File: config.mk
export PLATFORM = sky130hd
export DESIGN_NAME = lhc_find
export DESIGN_NICKNAME = d
export VERILOG_FILES = /design/src/hdl/lru_handle_cache_defines.svh /design/src/hdl/lhc_find.sv
export SDC_FILE = /design/constraint.sdc
export NUM_CORES = 1
export LEC_CHECK = 0
export ABC_AREA = 1
export BUFFER_PORTS_ARGS = -buffer_cell sky130_fd_sc_hd__buf_2
export CORE_AREA = 3 3 400 402
export DETAILED_ROUTE_END_ITERATION = 8
export DIE_AREA = 0 0 403 405
export GPL_ROUTABILITY_DRIVEN = 0
export PLACE_DENSITY = 0.3
export SYNTH_ARGS = -nofsm -noshare
export SYNTH_HDL_FRONTEND = slang
export SYNTH_SLANG_ARGS = --single-unit
File: constraint.sdc
create_clock -name vclk -period 8.5
set_input_delay 1.7 -clock vclk [all_inputs]
set_output_delay 1.7 -clock vclk [all_outputs]
set_load 0.005 [all_outputs]
File: src/hdl/lru_handle_cache_defines.svh
// ----------------------------------------------------------------------------
// LRU handle cache assertion macros
// Shared concurrent assertion forms used by the cache RTL.
// ----------------------------------------------------------------------------
`ifndef LRU_HANDLE_CACHE_DEFINES_SVH
`define LRU_HANDLE_CACHE_DEFINES_SVH

// Check a condition at every clock edge outside reset.
`define LHC_ASSERT_ALWAYS(label, clk, rst, expr, msg) \
   label: assert property (@(posedge clk) disable iff (rst) (expr)) else $error(msg);

// Check a consequence in the same cycle as its trigger.
`define LHC_ASSERT_IMPLY(label, clk, rst, pre, post, msg) \
   label: assert property (@(posedge clk) disable iff (rst) (pre) |-> (post)) else $error(msg);

// Check a consequence in the cycle after its trigger.
`define LHC_ASSERT_NEXT(label, clk, rst, pre, post, msg) \
   label: assert property (@(posedge clk) disable iff (rst) (pre) |=> (post)) else $error(msg);

`endif

File: src/hdl/lhc_find.sv
// ----------------------------------------------------------------------------
// LRU handle cache match encoder
// Turns the cells' match flags into a hit, its position and its slot.
// ----------------------------------------------------------------------------
module lhc_find #(
   parameter int CAPACITY = 128,
   parameter int SLOT_W   = 7
) (
   input  logic [CAPACITY-1:0] match_vec,
   input  logic [SLOT_W-1:0]   slots [CAPACITY],
   output logic                found,
   output logic [SLOT_W-1:0]   found_pos,
   output logic [SLOT_W-1:0]   found_slot
);

   // lowest matching position and an and-or select of its slot
   always_comb begin
      found      = |match_vec;
      found_pos  = '0;
      found_slot = '0;
      for (int i = CAPACITY - 1; i >= 0; i--) begin
         if (match_vec[i]) begin
            found_pos = SLOT_W'(i);
         end
      end
      for (int i = 0; i < CAPACITY; i++) begin
         found_slot = found_slot | (slots[i] & {SLOT_W{match_vec[i]}});
      end
   end

endmodule

== Word level (Yosys, flattened, before mapping) ==
Cells that the tools add are included.
Widths: inputs -> output; s select.

* Output and inout bits: 15
* Flip-flop bits (word level): 0

* Muxes and demuxes: 128
* Bitwise operators: 255
* Reductions and logical operators: 1

{| class="wikitable"
|+ Operators with widths
! kind !! number
|-
| $and 7x7->7 || 128
|-
| $mux 7 || 128
|-
| $or 7x7->7 || 127
|-
| $reduce_or 128->1 || 1
|}

== Longest topological paths before layout ==
* Word-level depth: 128
* Gate-level depth with buffers: 128

== Worst setup path after synthesis ==
No wires, ideal clock.

* Path kind: in2out
* Start point: input match_vec[126]
* End point: output found_pos[0]
* Path slack: -377 ps
* Cell stages on the path: 128
* Arrival: 7,177 ps
* Path buffers: 1
* Path through: buf_6 clkinv_2 nand2_1 nand2_1 nand2_1 nand2_1 nand2_1 nand2_1 nand2_1 nand2_1 nand2_1 nand2_1 nand2_1 nand2_1 nand2_1 nand2_1 nand2_1 nand2_1 [92 not listed] nand2_1 nand2_1 nand2_1 nand2_1 nand2_1 nand2_1 nand2_1 nand2_1 nand2_1 nand2_1 nand2_1 nand2_1 nand2_1 nand2_1 nand2_1 nand2_1 nand2_1 a21oi_2

* Word-level cells in the longest chain between the ends: 127

{| class="wikitable"
|+ RTL lines
! element !! line !! text
|-
| start: declaration || lhc_find.sv:9 || <nowiki>input logic [CAPACITY-1:0] match_vec,</nowiki>
|-
| $mux 7 (127 in a row) || lhc_find.sv:22 || <nowiki>if (match_vec[i]) begin</nowiki>
|-
| end: declaration || lhc_find.sv:12 || <nowiki>output logic [SLOT_W-1:0] found_pos,</nowiki>
|}

Every way passes these cells.

== Final worst setup path ==
Same ends and word-level chain as after synthesis.

==> summary.md <==
### Status
• **status** finished, violations left
• **violated checks** negative setup slack

### Final layout
• **post-synthesis to final-layout area growth** 98.0%
• **flip-flop and latch area** 0 sq um
• **fraction of final layout cells sized beyond drive strength 1** 45.1%
• **clock buffer count** 0
• **final standard cell area without fillers** 15800 sq um
• **# fillers** 18875
• **number of non-filler instances in the completed layout** 4707
• **number of sequential storage elements** 0
• **net count of the finished layout** 3652

### Yosys
• **portion of the post-synthesis area used by sequential elements** 0%
• **Synth cell types** 25
• **summed instance area of the synthesized netlist** 7960 sq um
• **synthesized netlist cell count** 1614
• **mean post-synth cell area** 4.93 sq um
• **net count after synthesis** 2638
• **count of synthesis-stage warnings from yosys** 0

### STA
• **final number of setup-violating endpoints** 1
• **Final Worst Setup Slack** -2.18 ns
• **measured slew at the worst slew-check pin** 1.17 ns
• **Tcrit/Tclk final** 126%
• **timing-limited maximum frequency** 0.0936 GHz
• **RSZ-0062 raised after global routing** yes
• **post-layout minimum cycle time** 10.68 ns
• **Max-slew headroom** 21.5%
• **Setup Total Neg Slack** -2.18 ns
• **hold violation count in the final report** 0
• **Worst Hold Margin** 3.86 ns
• **Max Slew Vio Count** 0

### Place
• **half-perimeter wire length after placement** 112000 microns
• **Port Buffer Count** 1039
• **Placed Area** 15500 sq um
• **minimum setup slack after placement** -2.61 ns
• **Post-Place Cells** 4682

### Drt
• **detailed-routing iteration count for the pre-antenna-repair pass** 6
• **DR WL/cell** 25.7 microns
• **detailed-route DRC error count** 0
• **via count** 16150
• **drt via density** 3.43
• **number of routed nets with antenna violations** 0
• **total wirelength of the detailed-routed design** 121000 microns
• **DRT iter0 DRCs** 1452

### GRT
• **overflow left after global routing** 0
• **met3 track demand over resource in global routing** 4.52%
• **number of antenna violations at the first check in global routing** 75
• **vias in the first global route** 15585
• **global route hottest layer** met2
• **met1 Usage GRT** 18.3%
• **total track usage** 13.8%
• **wire length of the first global-routing pass** 151000 microns
• **met2 usage in global routing** 22.6%
• **pin count of the biggest net entering global routing** 11

### Die
• **chip width** 403 microns
• **number of rows created at floorplan** 145
• **Core Area** 156000 sq um
• **starting density of the core** 5.09%
• **die area** 163000 sq um
• **ports placed on the boundary** 1039
• **vertical extent of the die** 405 microns

### CTS
• **Post-CTS Hold Fix Bufs** 0

### Critical path
• **category of the most critical setup path** in2out
• **Worst path max stage delay** 0.17 ns
• **CP arrival** 8.98 ns
• **most prevalent standard cell on the critical path** sky130_fd_sc_hd__nand2_1
• **endpoint type of the worst setup path** output port
• **Critical-path top delay cell** sky130_fd_sc_hd__a21oi_2
• **kind of start point of the critical path** input port
• **critical-path maximum fanout** 2
• **crit path from** match_vec[126]
• **critical path required time** 6.80 ns

### Pwr
• **static leakage** 8.07 nW
• **PwrDens** 46.3 nW/um^2
• **Max IR drop VDD** 0.0231 mV

### Hold path
• **type of the most critical hold path** in2out
• **start point of the worst min-delay path** slots[840]

### Job
• **max_cap viols** 0

-- placed cells by master, fill, tap and decap left out, types with 7 or more instances in the layout --
cell                       instances
sky130_fd_sc_hd__nand4_1         136
sky130_fd_sc_hd__nand2_1         785
sky130_fd_sc_hd__buf_4            95
sky130_fd_sc_hd__a211oi_1         19
sky130_fd_sc_hd__nor2_1           91
sky130_fd_sc_hd__buf_2          1037
sky130_fd_sc_hd__a21oi_1          57
sky130_fd_sc_hd__nor3_1            7
sky130_fd_sc_hd__nor4_1           22
sky130_fd_sc_hd__nand2_2          16
sky130_fd_sc_hd__nand3_1          63
sky130_fd_sc_hd__inv_1           128
sky130_fd_sc_hd__diode_2          23
sky130_fd_sc_hd__a221oi_1         39
sky130_fd_sc_hd__a22o_1           77
-- synth_stat cells, drive strengths merged --
| library cell | count | area, sq um |
|---|---|---|
| nand2 | 804 | 3020 |
| nand4 | 136 | 851 |
| inv | 133 | 499 |
| buf | 127 | 1040 |
| nor2 | 91 | 342 |
| a22o | 78 | 684 |
| nand3 | 66 | 330 |
| a21oi | 59 | 299 |
| a221oi | 39 | 342 |
| nor4 | 28 | 175 |
| a211oi | 20 | 150 |
| a2111oi | 13 | 114 |
| nor3 | 7 | 35.0 |
| a31oi | 3 | 18.8 |
| o21ai | 3 | 15.0 |
| o21bai | 2 | 15.0 |
| o31ai | 2 | 15.0 |
| a311oi | 1 | 8.76 |
| clkbuf | 1 | 3.75 |
| clkinv | 1 | 5.00 |
-- what timing repair did --
item	in CTS	in global routing
setup buffers	2	0
pin swaps	16	14
gates resized for setup	36	9
endpoints found under the setup margin	2	2
-- power by group --
part           switching [W]    internal (W)  leakage, nW
clock network              0  0.000000000322     0.000146
logic               0.000424        0.000306         8.07
registers                  0               0            0
total               0.000424        0.000306         8.07
-- cells by family (layout without fill, tap and decap cells) --
| family | after synthesis | in the layout | synth area share [%] |
|---|---|---|---|
| AOI/OAI and AO/OA | 220 | 220 | 20.9 |
| and+or+nand+nor | 1132 | 1132 | 59.7 |
| other | 0 | 23 | 0 |
| buffers and inverters | 262 | 1274 | 19.4 |
-- stage by stage --
stage / utilization, % / power (W)
finish: 10.1 / 0.000730
global route: 10.0 / 0.000794
CTS: 10.0 / 0.000735
detailed placement: 9.93 / 0.000724
global placement: 9.93 / 0.000723
floorplan: - / 0.000282
-- critical path: cells and delay by family --
kind	cells	cell delay, ns
AO/OA/AOI/OAI	1	0.17
buffers and inverters	4	0.41
AND/OR/NAND/NOR	125	6.67
-- final timing paths --
check	to	slack (ns)	cells after the start
max	found_pos[0]	-2.18	130
min	found_slot[0]	3.86	4
-- layout make-up --
class / count / area, sq um / area share (%)
Antenna cell: 23 / 57.6 / 0.365
Multi-Input combinational cell: 1352 / 6590 / 41.8
Inverter: 134 / 504 / 3.20
Tap cell: 2058 / 2570 / 16.3
Timing Repair Buffer: 1140 / 6040 / 38.3
-- layer usage --
layer  share of wire [%]  routed length (microns)
met3                  10                    12400
met4                 1.2                     1390
met1                  43                    52100
met5                0.19                      234
met2                  45                    55000
Note: power is estimated with default switching activity, not from simulation.
