[src/hdl/lru_handle_cache_defines.svh]
// ----------------------------------------------------------------------------
// LRU handle cache assertion macros
// Shared concurrent assertion forms used by the cache RTL.
// ----------------------------------------------------------------------------
`ifndef LRU_HANDLE_CACHE_DEFINES_SVH
`define LRU_HANDLE_CACHE_DEFINES_SVH

// Check a condition at every clock edge outside reset.
`define LHC_ASSERT_ALWAYS(label, clk, rst, expr, msg) \
   label: assert property (@(posedge clk) disable iff (rst) (expr)) else $error(msg);

// Check a consequence in the same cycle as its trigger.
`define LHC_ASSERT_IMPLY(label, clk, rst, pre, post, msg) \
   label: assert property (@(posedge clk) disable iff (rst) (pre) |-> (post)) else $error(msg);

// Check a consequence in the cycle after its trigger.
`define LHC_ASSERT_NEXT(label, clk, rst, pre, post, msg) \
   label: assert property (@(posedge clk) disable iff (rst) (pre) |=> (post)) else $error(msg);

`endif

[src/hdl/lhc_pkg.sv]
// ----------------------------------------------------------------------------
// LRU handle cache package
// Widths, operation codes, sequencer states and cell control for the cache.
// ----------------------------------------------------------------------------
package lhc_pkg;

   // field widths of the channels
   localparam int OP_W        = 2;
   localparam int ID_W        = 32;
   localparam int CFG_W       = 8;
   localparam int RSP_SLOT_W  = 7;
   localparam int RSP_COUNT_W = 8;

   // default directory depth and limit after reset
   localparam int               CAPACITY_DEFAULT = 128;
   localparam logic [CFG_W-1:0] LIMIT_RESET      = 8'd100;

   // operation codes
   localparam logic [OP_W-1:0] OP_ACCESS = 2'd0;
   localparam logic [OP_W-1:0] OP_PEEK   = 2'd1;
   localparam logic [OP_W-1:0] OP_CLEAR  = 2'd2;

   // sequencer states
   typedef enum logic [1:0] {
      ST_IDLE,
      ST_LOOK,
      ST_FIND,
      ST_UPDATE
   } state_type;

   // control broadcast to every cell
   typedef struct packed {
      logic compare;
      logic update;
   } cell_ctrl_type;

endpackage

[src/hdl/lhc_cell.sv]
// ----------------------------------------------------------------------------
// LRU handle cache cell
// One recency position: holds an id and its slot, compares, shifts, loads.
// ----------------------------------------------------------------------------
module lhc_cell #(
   parameter int IDX    = 0,
   parameter int SLOT_W = 7,
   parameter int CNT_W  = 8
) (
   input  logic                  clock,
   input  lhc_pkg::cell_ctrl_type ctrl,
   input  logic [lhc_pkg::ID_W-1:0] key,
   input  logic [SLOT_W-1:0]     new_slot,
   input  logic [SLOT_W-1:0]     pos,
   input  logic [SLOT_W-1:0]     last,
   input  logic [CNT_W-1:0]      count,
   input  logic [lhc_pkg::ID_W-1:0] nbr_id,
   input  logic [SLOT_W-1:0]     nbr_slot,
   output logic [lhc_pkg::ID_W-1:0] id_out,
   output logic [SLOT_W-1:0]     slot_out,
   output logic                  match
);
   import lhc_pkg::*;

   localparam logic [CNT_W-1:0]  IDX_C = CNT_W'(IDX);
   localparam logic [SLOT_W-1:0] IDX_S = SLOT_W'(IDX);

   logic [ID_W-1:0]   id_ff;
   logic [SLOT_W-1:0] slot_ff;
   logic              match_ff;
   logic              shift_en;
   logic              load_en;

   // take the neighbor's entry inside the closing gap, load the new entry at its end
   assign shift_en = ctrl.update && (IDX_S >= pos) && (IDX_S < last);
   assign load_en  = ctrl.update && (IDX_S == last);

   // hold the entry, match only inside the live region
   always_ff @(posedge clock) begin
      if (ctrl.compare) begin
         match_ff <= (id_ff == key) && (IDX_C < count);
      end
      if (shift_en) begin
         id_ff   <= nbr_id;
         slot_ff <= nbr_slot;
      end else if (load_en) begin
         id_ff   <= key;
         slot_ff <= new_slot;
      end
   end

   assign id_out   = id_ff;
   assign slot_out = slot_ff;
   assign match    = match_ff;

endmodule

[config.mk]
export PLATFORM = sky130hd
export DESIGN_NAME = lhc_cell
export DESIGN_NICKNAME = d
export VERILOG_FILES = /design/src/hdl/lru_handle_cache_defines.svh /design/src/hdl/lhc_pkg.sv /design/src/hdl/lhc_cell.sv
export SDC_FILE = /design/constraint.sdc
export NUM_CORES = 1
export LEC_CHECK = 0
export BUFFER_PORTS_ARGS = -buffer_cell sky130_fd_sc_hd__buf_4
export CORE_UTILIZATION = 43
export DETAILED_ROUTE_END_ITERATION = 8
export GPL_TIMING_DRIVEN = 0
export PLACE_DENSITY = 0.81
export SYNTH_ARGS = -nofsm -noshare
export SYNTH_HDL_FRONTEND = slang
export SYNTH_SLANG_ARGS = --single-unit
[constraint.sdc]
create_clock -name clock -period 2.5 [get_ports clock]
set_input_delay 0.25 -clock clock [delete_from_list [all_inputs] [get_ports clock]]
set_output_delay 0.25 -clock clock [all_outputs]
set_load 0.01 [all_outputs]
# Word-level counts from Yosys, hierarchy flattened
# Index checks and enable logic that the tools add are counted.
dict set report totals {
  regBits 40
  input_bits 103
  output_inout_bits 40
  word_cells 17
}
dict set report op_classes {
  n_lt_le_gt_ge 3
  eq_ne 1
  n_mux 4
  reduce_logical 6
}
# op count
set ops {}
lappend ops {{$mux 32} 2}
lappend ops {{$eq 32x32->1} 1}
lappend ops {{$mux 7} 2}
lappend ops {{$lt 1x8->1 const A} 1}
lappend ops {{$ge 1x7->1 const A} 1}
lappend ops {{$logic_not 7->1} 1}
lappend ops {{$lt 1x7->1 const A} 1}
lappend ops {{$logic_and 1x1->1} 4}
lappend ops {{$reduce_bool 2->1} 1}

# Depth between registers and ports, before layout
# Gate-level depths: netlist of run 1.
dict set report logic_depth {
  ltp_word 4
  ltp_mapped 5
  ltp_nobuf 4
}

# Worst setup path after synthesis of run 1
# Ideal clock, no wire load.
dict set report synth_timing {
  path_kind {in2reg}
  from {input port pos[4]}
  to {register id_ff[0], in the netlist id_out[0] (enable)}
  setup_ns 0.381
  arrival_time_ns 1.637
  required_ns 2.119
  path_slack_ns 0.482
  path_stages 5
  n_path_buf 1
  path_cell_list {nor4b_1 nand2_1 a21oi_2 buf_6 a31o_2}
}
dict set report synth_between {
  elab_chain_cells 4
}
# item line
set synth_lines {}
lappend synth_lines {{start: declaration} lhc_cell.sv:14} ;# input logic [SLOT_W-1:0] pos,
lappend synth_lines {{$ge 1x7->1} lhc_cell.sv:35} ;# assign shift_en = ctrl.update && (IDX_S >= pos) && (IDX_S < last);
lappend synth_lines {{$logic_and 1x1->1 (2 in series)} lhc_cell.sv:35}
lappend synth_lines {{$reduce_bool 2->1 (no source line)} -}
lappend synth_lines {{end signal: assignment} lhc_cell.sv:44} ;# id_ff <= nbr_id;
lappend synth_lines {{end signal: assignment} lhc_cell.sv:47} ;# id_ff <= key;
lappend synth_lines {{end: declaration} lhc_cell.sv:28} ;# logic [ID_W-1:0] id_ff;
# Every way passes these cells.
# A chain may end at the register's enable or synchronous reset.

# Worst setup path after layout of run 1
dict set report layout_timing {
  from {input port pos[4]}
  to {register id_ff[3], in the netlist id_out[3] (enable)}
}
# Same word-level chain as after synthesis.

==> results of run 1 <==
flip-flops by register name, summed over array words and instances (netlist names):
name / count
id_out: 32
slot_out: 7
match: 1
logic make-up (layout without fill, tap and decap cells):
group | Yosys count | count (layout) | synth area share [%]
AOI/OAI and AO/OA | 3 | 3 | 1.17
xor gates and xnor gates | 32 | 32 | 12.5
buffers and inverters | 4 | 154 | 2.00
DFF | 40 | 40 | 53.4
muxes | 39 | 39 | 26.0
and+or+nand+nor | 18 | 18 | 4.90
path summary, 6_finish.rpt:
check / start / to / slack [ns] / depth (start not counted)
setup reg to reg: id_out[20] / match / 0.75 / 4
hold / removal: ctrl[1] / match / 0.17 / 1
setup / recovery: pos[4] / id_out[3] / 0.33 / 6
hold reg to reg: id_out[4] / match / 0.73 / 3
placed cells by master, fill, tap and decap left out:
cell type / instances
a2111oi_0: 1
a21oi_2: 1
a31o_2: 1
buf_4: 142
buf_6: 4
clkbuf_1: 2
clkbuf_8: 5
clkinv_1: 1
edfxtp_1: 40
mux2_4: 39
nand2_1: 1
nand3_1: 1
nand4_1: 2
nor2_1: 1
nor2_2: 1
nor4_1: 10
nor4b_1: 1
or4_1: 1
xnor2_1: 4
xor2_1: 28
synthesized netlist by cell type (all sizes together):
library cell / instances / area [um^2]
nor4: 10 / 62.6
edfxtp: 40 / 1200
or4: 1 / 7.51
a31o: 1 / 8.76
a21oi: 1 / 8.76
nor2: 2 / 10.0
nand3: 1 / 5.00
buf: 4 / 45.0
nor4b: 1 / 8.76
a2111oi: 1 / 8.76
xor2: 28 / 245
xnor2: 4 / 35.0
nand2: 1 / 3.75
nand4: 2 / 12.5
mux2: 39 / 586
per-layer routing:
| layer | GRT usage (%) | up-vias | routed length [um] | share of wire, % |
|---|---|---|---|---|
| li1 | - | 817 | - | - |
| met1 | 22.0 | 782 | 1990 | 36 |
| met5 | 0 | - | 0 | 0 |
| met4 | 6.50 | 0 | 77 | 1.4 |
| met2 | 38.1 | 88 | 2980 | 54 |
| met3 | 6.91 | 8 | 500 | 9.0 |
final cells by class:
class / count / area [um^2]
Clock inverter: 1 / 3.75
Clock buffer: 7 / 76.3
Tap cell: 67 / 83.8
Multi-Input combinational cell: 92 / 1000
Fill cell: 377 / 1400
Timing Repair Buffer: 142 / 1070
Buffer: 4 / 45.0
Sequential cell: 40 / 1200
stage by stage:
stage | power (uW) | util [%] | area [um^2] | setup slack [ns] | hold slack [ns]
3_5_place_dp | 990 | 69.6 | 3400 | 0.0332 | 0.448
3_3_place_gp | 984 | 69.6 | 3400 | 0.0666 | 0.447
5_1_grt | 1430 | 71.3 | 3480 | 0.205 | 0.151
6_report | 1380 | 71.3 | 3480 | 0.335 | 0.165
4_1_cts | 1390 | 71.3 | 3480 | 0.316 | 0.154
2_1_floorplan | 838 | - | 2250 | 0.482 | 0.362
power groups by stage:
stage               combinational [uW]  sequential, uW  clock (uW)
floorplan                         75.0             763           0
global placement                   223             761           0
detailed placement                 229             761           0
CTS                                230             746         418
global route                       245             746         438
finish                             228             746         404
==> results.txt, run 1 <==
Status = finished, final reports clean
Post-Route WL = 5550 um
Power share of the sequential group = 54.1%
Leakage power = 0.00152 uW
Vias in the first global route = 1,762
Post-CTS Resized = 0
Placed Cells = 345
CP Class = in2reg
Critical Path Fanout Max = 39
H-tree depth = 2
Slowest CP cell = a31o_2
Synthesis-stage register bit count = 40
Cells along the critical path = buf_4 > nor4b_1 > nand2_1 > a21oi_2 > buf_6 > a31o_2
Avg Inst Size Synth = 16.5 um^2
Cell row count = 25
CP Capture Type = flop
Clock Skews = 0.00957 ns
Sequential area share after synthesis = 53.4%
First-pass GRT wire length = 8310 um
DR vias = 1,695
Die W = 74.3 um
Actual slew at the worst max-slew pin = 1.02 ns
Yosys warning count = 0
Root buffer selected by CTS = clkbuf_8
Clock share of power = 29.3%
Tcrit/Tclk final = 86.6%
Detailed placement HPWL = 4440 um
1st-iter DRT viols = 41
Vias/cell = 4.80
Largest stage delay, worst path = 0.80 ns
Ratio of cells with drive above 1 in the final layout = 67.5%
Gate count of the mapped netlist = 136
Top Family by Delay on Critical Path = compound AO/OA/AOI/OAI gates
Pwr per Cell Area = 396 mW/mm^2
Sw Share = 20.0%
CP Data Required Time = 2.40 ns
CP Data Arrival Time = 2.07 ns
Initial antenna violation count = 0
Hold buffer count at CTS = 0
GRT overflow = 0
Final net count = 388
Netlist cell types = 16
Final setup TNS = 0 ns
Final cell count without fillers = 353
Fin. Hold Viols = 0
DRC errors left = 0
Syn-to-layout area delta = 54.7%
# IOs = 143
Clk sinks = 40
VDD IR-drop max = 0.258 mV
Crit start category = input pin
Unrepaired setup endpoints after global routing = no
Final Setup Violations = 0
Clock latency on the worst-skew pair = 0.28 ns
Antenna diodes = 0
Syn nets = 239
Worst-case clock buffer depth = 2
Highest Clock Rate = 462 MHz
CTS buffer count = 5
CORE AREA = 0.00488 mm^2
Combinational Power Share = 16.5%
Placer Congestion = 0.763
CTS tree = done
Switching power = 275 uW
DR WL/cell = 15.7 um
Initial Util = 46.1%
Tot GR Track Use = 20.6%
Post-layout min period = 2.17 ns
Worst Hold Class = in2reg
Worst-path clk slew = 0.07 ns
Max-cap violations = 0
Die height = 74.3 um
Buf+Inv Stages, Crit Path = 2
Setup bufs post-CTS = 0
# port buffers = 142
Drt pass-1 iters = 3
Cell Area, Synth = 0.00225 mm^2
Die area = 0.00552 mm^2
Post-DRT Antenna Nets = 0
Max-Slew Margin vs Limit = 32.3%
P_int = 1100 uW
Final slew viol count = 0
Pin count of the biggest net entering global routing = 40
Note: power is estimated with default switching activity, not from simulation.
==> run 2, diff against run 1 <==
--- a/config.mk
+++ b/config.mk
@@ -10,6 +10,7 @@
 export DETAILED_ROUTE_END_ITERATION = 8
 export GPL_TIMING_DRIVEN = 0
 export PLACE_DENSITY = 0.81
+export RECOVER_POWER = 100
 export SYNTH_ARGS = -nofsm -noshare
 export SYNTH_HDL_FRONTEND = slang
 export SYNTH_SLANG_ARGS = --single-unit
==> run 2 against run 1 <==
Fmax grew 4.5%. Sequential power is essentially flat. Largest power group unchanged. Core utilization is 6.1 points lower.
==> results.txt, run 2 (synthesis results as in run 1) <==
Unrepaired setup endpoints after global routing = no
Max-cap violations = 0 (unchanged)
Clock latency on the worst-skew pair = 0.28 ns (about the same)
DP Worst Slack = 0.0332 ns (unchanged)
VDD IR-drop max = 0.254 mV (-1.8%)
Post-DRT Antenna Nets = 0 (unchanged)
Initial Util = 46.1% (unchanged)
Initial antenna violation count = 0 (unchanged)
DR vias = 1,686 (-0.53%)
Final net count = 388 (unchanged)
Crit start category = input pin
DRC errors left = 0 (unchanged)
Top Family by Delay on Critical Path = compound AO/OA/AOI/OAI gates
Buf+Inv Stages, Crit Path = 2 (unchanged)
CTS tree = done
Placer Congestion = 0.763 (unchanged)
Most frequent cells in the layout = 100 x buf_4, 45 x clkbuf_1, 40 x edfxtp_1
Pwr per Cell Area = 424 mW/mm^2 (+7.0%)
Die height = 74.3 um (unchanged)
Worst Hold Class = in2reg
CORE AREA = 0.00488 mm^2 (unchanged)
Largest stage delay, worst path = 0.80 ns (about the same)
Leakage power = 0.00126 uW (-17%)
Fin. Hold Viols = 0 (unchanged)
GRT overflow = 0 (unchanged)
Post-layout min period = 2.07 ns (-0.0937 ns)
Slowest CP cell = a31o_2
Highest Clock Rate = 483 MHz (+4.5%)
Hold buffer count at CTS = 0 (unchanged)
Clk sinks = 40 (unchanged)
Worst-case clock buffer depth = 2 (unchanged)
Critical Path Fanout Max = 39 (unchanged)
Root buffer selected by CTS = clkbuf_8
Vias/cell = 4.78 (-0.53%)
Vias in the first global route = 1,762 (unchanged)
1st-iter DRT viols = 38 (-7.3%)
First-pass GRT wire length = 8310 um (unchanged)
Detailed placement HPWL = 4440 um (unchanged)
DR WL/cell = 15.6 um (-0.94%)
Syn-to-layout area delta = 41.4%
Die area = 0.00552 mm^2 (unchanged)
Final slew viol count = 0 (unchanged)
CP Capture Type = flop
Post-layout util = 65.2% (-6.1 points)
Max-Slew Margin vs Limit = 32.0% (-0.28 points)
Smallest setup slack after layout = 0.428 ns (+0.0937 ns)
Die W = 74.3 um (unchanged)
Most common cell after layout, fill and taps aside = buf_4
Post-Route WL = 5500 um (-0.94%)
Post-CTS Resized = 0 (unchanged)
Final Setup Violations = 0 (unchanged)
# fillers = 469 (+24%)
Final setup TNS = 0 ns (unchanged)
Cells along the critical path = clkbuf_4 > nor4b_1 > nand2_1 > a21oi_2 > buf_6 > a31o_2
Tot GR Track Use = 20.6% (unchanged)
H-tree depth = 2 (unchanged)
Pin count of the biggest net entering global routing = 40 (unchanged)
Actual slew at the worst max-slew pin = 1.02 ns (+0.00424 ns)
Tcrit/Tclk final = 82.9% (-3.7 points)
CP Class = in2reg
Largest register FFs = 32 (unchanged)
Ratio of cells with drive above 1 in the final layout = 40.6% (-27 points)
CP Data Required Time = 2.40 ns (about the same)
CTS buffer count = 5 (unchanged)
Antenna diodes = 0 (unchanged)
Cell row count = 25 (unchanged)
Setup bufs post-CTS = 0 (unchanged)
# IOs = 143 (unchanged)
Status = finished, final reports clean
Clock Skews = 0.00834 ns (-0.00123 ns)
CP Data Arrival Time = 1.97 ns (-0.10 ns)
# port buffers = 142 (unchanged)
Drt pass-1 iters = 4 (+1)
Worst-path clk slew = 0.07 ns (about the same)
run 2: area by class of cell:
type,instances,area (um^2),area share (%)
buffer,4,22.5,0.708
clock buffer,7,76.3,2.40
clock inverter,1,3.75,0.118
multi-input combinational,92,876,27.5
sequential,40,1200,37.8
tap,67,83.8,2.64
timing repair buffer,142,916,28.8
run 2: stage by stage:
step	hold slack (ns)	instance area, um^2	total power, uW	cells
after floorplan	0.362	2250	838	136
after global placement	0.447	3400	984	345
after detailed placement	0.448	3400	990	345
after CTS	0.154	3480	1390	353
after global routing	0.175	3180	1400	353
final	0.188	3180	1350	353
run 2: power by group:
group / leakage (uW) / internal [uW] / switching (uW)
Combinational: 0.000861 / 139 / 59.2
Sequential: 0.000362 / 743 / 2.79
Clock: 0.0000399 / 194 / 209
run 2: worst register-to-register path: cells and delay by family (launching register included):
| kind | cells | cell delay (ns) |
|---|---|---|
| flip-flops | 1 | 0.41 |
| XOR/XNOR | 1 | 0.16 |
| AO/OA/AOI/OAI | 1 | 0.41 |
| AND/OR/NAND/NOR | 2 | 0.56 |
run 2: path summary, 6_finish.rpt:
path              depth (start not counted)       start   endpoint  slack (ns)
setup / recovery                          6      pos[4]  id_out[3]        0.43
hold reg to reg                           3   id_out[4]      match        0.72
setup reg to reg                          4  id_out[20]      match        0.74
hold / removal                            1     ctrl[1]      match        0.19
run 2: routing by layer:
metal  routed length [um]  track usage [%]
met4                   78             6.50
met1                 1990             22.0
met3                  528             6.91
met2                 2900             38.1
met5                    0                0
==> run 3, diff against run 2 <==
--- a/config.mk
+++ b/config.mk
@@ -5,11 +5,12 @@
 export SDC_FILE = /design/constraint.sdc
 export NUM_CORES = 1
 export LEC_CHECK = 0
+export ABC_AREA = 1
 export BUFFER_PORTS_ARGS = -buffer_cell sky130_fd_sc_hd__buf_4
-export CORE_UTILIZATION = 43
+export CORE_UTILIZATION = 40
 export DETAILED_ROUTE_END_ITERATION = 8
 export GPL_TIMING_DRIVEN = 0
-export PLACE_DENSITY = 0.81
+export PLACE_DENSITY = 0.77
 export RECOVER_POWER = 100
 export SYNTH_ARGS = -nofsm -noshare
 export SYNTH_HDL_FRONTEND = slang
==> constraint.sdc (replaced) <==
create_clock -name clock -period 1.9 [get_ports clock]
set_input_delay 0.19 -clock clock [delete_from_list [all_inputs] [get_ports clock]]
set_output_delay 0.19 -clock clock [all_outputs]
set_load 0.01 [all_outputs]
==> run 3 against run 2 <==
Sequential power up 32%. Register-to-register slack worse by 0.12 ns. Non-clock buffer count up 8. First-iteration DRC count rose to 2.8 times the previous value. Critical path depth down 1. Core utilization down 4.4 points. Critical path type unchanged. Largest power group unchanged.
==> results.txt, run 3 <==
Status = finished, final reports clean
Hold buffer count at CTS = 0 (unchanged)
Initial Util = 41.4% (-4.6 points)
Clock Skews = 0.00627 ns (-0.00207 ns)
Multi-input logic area = 0.00104 mm^2 (+18%)
CP Data Arrival Time = 1.62 ns (-0.35 ns)
Detailed placement HPWL = 5570 um (+25%)
Final Setup Violations = 0 (unchanged)
CTS buffer count = 5 (unchanged)
Die height = 80.1 um (+7.8%)
GRT overflow = 0 (unchanged)
First-pass GRT wire length = 11,000 um (+32%)
Syn-to-layout area delta = 46.5%
Largest register FFs = 32 (unchanged)
Final cell count without fillers = 552 (+56%)
Root buffer selected by CTS = clkbuf_8
Placer Congestion = 0.760 (-0.38%)
Mux cell area share after synthesis = 0% (-26 points)
Post-synthesis adder-cell area fraction = 0% (unchanged)
PnR Total Power = 1960 uW (+46%)
Crit start category = input pin
Critical Path Fanout Max = 20 (-49%)
Pin count of the biggest net entering global routing = 21 (-48%)
Synthesis-stage register bit count = 40 (unchanged)
Max-cap violations = 0 (unchanged)
Most frequent cells in the layout = 146 x nand2_1, 103 x buf_4, 43 x clkbuf_1
DR vias = 2,597 (+54%)
Clk sinks = 40 (unchanged)
Setup bufs post-CTS = 0 (unchanged)
Compound-cell area share of the yosys netlist = 1.23% (+0.063 points)
Initial antenna violation count = 0 (unchanged)
Pwr per Cell Area = 549 mW/mm^2 (+30%)
Worst Hold Class = in2reg
FFs w/ async S/R, synth = 0% (unchanged)
Cell Area, Synth = 0.00244 mm^2 (+8.5%)
Final slew viol count = 0 (unchanged)
# IOs = 143 (unchanged)
Synth top cells by count = 145 x nand2_1, 42 x nand3_1, 40 x edfxtp_1
Smallest setup slack after layout = 0.205 ns (-0.223 ns)
Post-Route WL = 7340 um (+33%)
Vias/cell = 4.70 (-1.5%)
CTS tree = done
Cell row count = 28 (+12%)
Netlist cell types = 19 (+3)
VDD IR-drop max = 0.331 mV (+31%)
CP Capture Type = flop
Met3 Use GR = 5.00% (-1.9 points)
Highest Clock Rate = 590 MHz
# port buffers = 142 (unchanged)
Met2 Usage GRT = 41.6% (+3.5 points)
Fin. Hold Viols = 0 (unchanged)
Max-Slew Margin vs Limit = 53.0% (+21 points)
DR WL/cell = 13.3 um (-15%)
Actual slew at the worst max-slew pin = 0.703 ns (-0.317 ns)
CP Data Required Time = 1.82 ns (-0.58 ns)
DRC errors left = 0 (unchanged)
Die area = 0.00641 mm^2 (+16%)
CORE AREA = 0.00589 mm^2 (+21%)
Die W = 80.1 um (+7.8%)
Most common cell after layout, fill and taps aside = nand2_1
Worst-path clk slew = 0.08 ns (about the same)
Synth top area share = 49.3% (-4.2 points)
Vias in the first global route = 2,501 (+42%)
Worst hold slack = 0.116 ns (-0.0722 ns)
Ratio of cells with drive above 1 in the final layout = 25.8% (-15 points)
H-tree depth = 2 (unchanged)
Simple-gate area share of the yosys netlist = 36.7% (+32 points)
Worst-case clock buffer depth = 2 (unchanged)
Combinational family with the most area after synthesis = simple AND/OR/NAND/NOR gates
Gate count of the mapped netlist = 326 (+140%)
Unrepaired setup endpoints after global routing = no
Tot GR Track Use = 23.1% (+2.5 points)
Leakage power = 0.00179 uW (+41%)
DP Worst Slack = -0.487 ns (-0.520 ns)
Tcrit/Tclk final = 89.2%
Antenna diodes = 0 (unchanged)
Reg area = 0.00120 mm^2 (unchanged)
Clock latency on the worst-skew pair = 0.29 ns (about the same)
EDFF count, synth = 40 (unchanged)
# fillers = 572 (+22%)
Met1 usage in global routing = 27.4% (+5.4 points)
GR peak layer = met2
Yosys warning count = 0 (unchanged)
Synth Flop Type = edfxtp_1
1st-iter DRT viols = 106 (+180%)
Most frequent cell after synthesis = nand2_1
Sequential area share after synthesis = 49.3% (-4.2 points)
Avg Inst Size Synth = 7.48 um^2 (-55%)
Placed Cells = 543 (+57%)
Area leader, netlist = edfxtp_1
CP Class = in2reg
Post-layout min period = 1.69 ns
Final net count = 579 (+49%)
XOR/XNOR Fraction of Synth Area = 3.59% (-8.9 points)
Drt pass-1 iters = 4 (unchanged)
Post-CTS Resized = 1 (+1)
Top cells by area, synth = edfxtp_1 49%, nand2_1 22%, nand3_1 8.6%
Post-DRT Antenna Nets = 0 (unchanged)
Syn nets = 429 (+79%)
run 3: cell types whose count changed in the layout (fill, tap and decap cells not counted), sizes merged, moves of 7 or more:
cell,previous run,this run
o21ai,0,7
buf,101,109
nand3,1,42
xor2,28,1
mux2,39,0
nand2,1,146
inv,0,38
nor4,10,1
nor2,2,27
run 3: stage by stage:
| stage | cell area [um^2] | setup TNS (ns) | utilization [%] |
|---|---|---|---|
| floorplan | 2450 | 0 | - |
| global placement | 3610 | -17.39 | 61.3 |
| detailed placement | 3610 | -18.93 | 61.3 |
| CTS | 3730 | 0 | 63.4 |
| global route | 3570 | 0 | 60.7 |
| finish | 3570 | 0 | 60.7 |
run 3: cell families after synthesis:
logic type | count (synthesis)
AND/OR/NAND/NOR | 220
buffers and inverters | 50
flip-flops | 40
XOR/XNOR | 10
AO/OA/AOI/OAI | 6
run 3: final timing paths:
check,start,endpoint,slack [ns],cells after the start
worst max-delay path,last[6],id_out[28],0.21,5
worst min-delay path,ctrl[1],match,0.12,1
worst max register to register,id_out[13],match,0.62,5
worst min register to register,id_out[30],match,0.83,5
run 3: area by class of cell:
class                      count  share of cell area (%)
sequential                    40                    33.6
multi-input combinational    237                    29.0
timing repair buffer         142                    25.6
inverter                      38                    3.99
tap                           75                    2.63
buffer                        12                    2.14
clock buffer                   5                    1.93
clock inverter                 3                    1.05
run 3: metal layers:
metal	wire, um	vias up
met5	0	-
met4	115	0
met3	546	11
met2	3730	104
met1	2940	1157
li1	-	1325
run 3: critical path, stage by stage:
cell,delay (ns)
clkbuf_4,0.11
nor4_1,0.27
nand2_1,0.17
buf_2,0.26
o21ai_4,0.61
run 3: where the power goes:
group	internal (uW)	leakage [uW]	switching, uW
clock	383	0.0000532	303
sequential	977	0.000361	3.73
combinational	181	0.00137	114
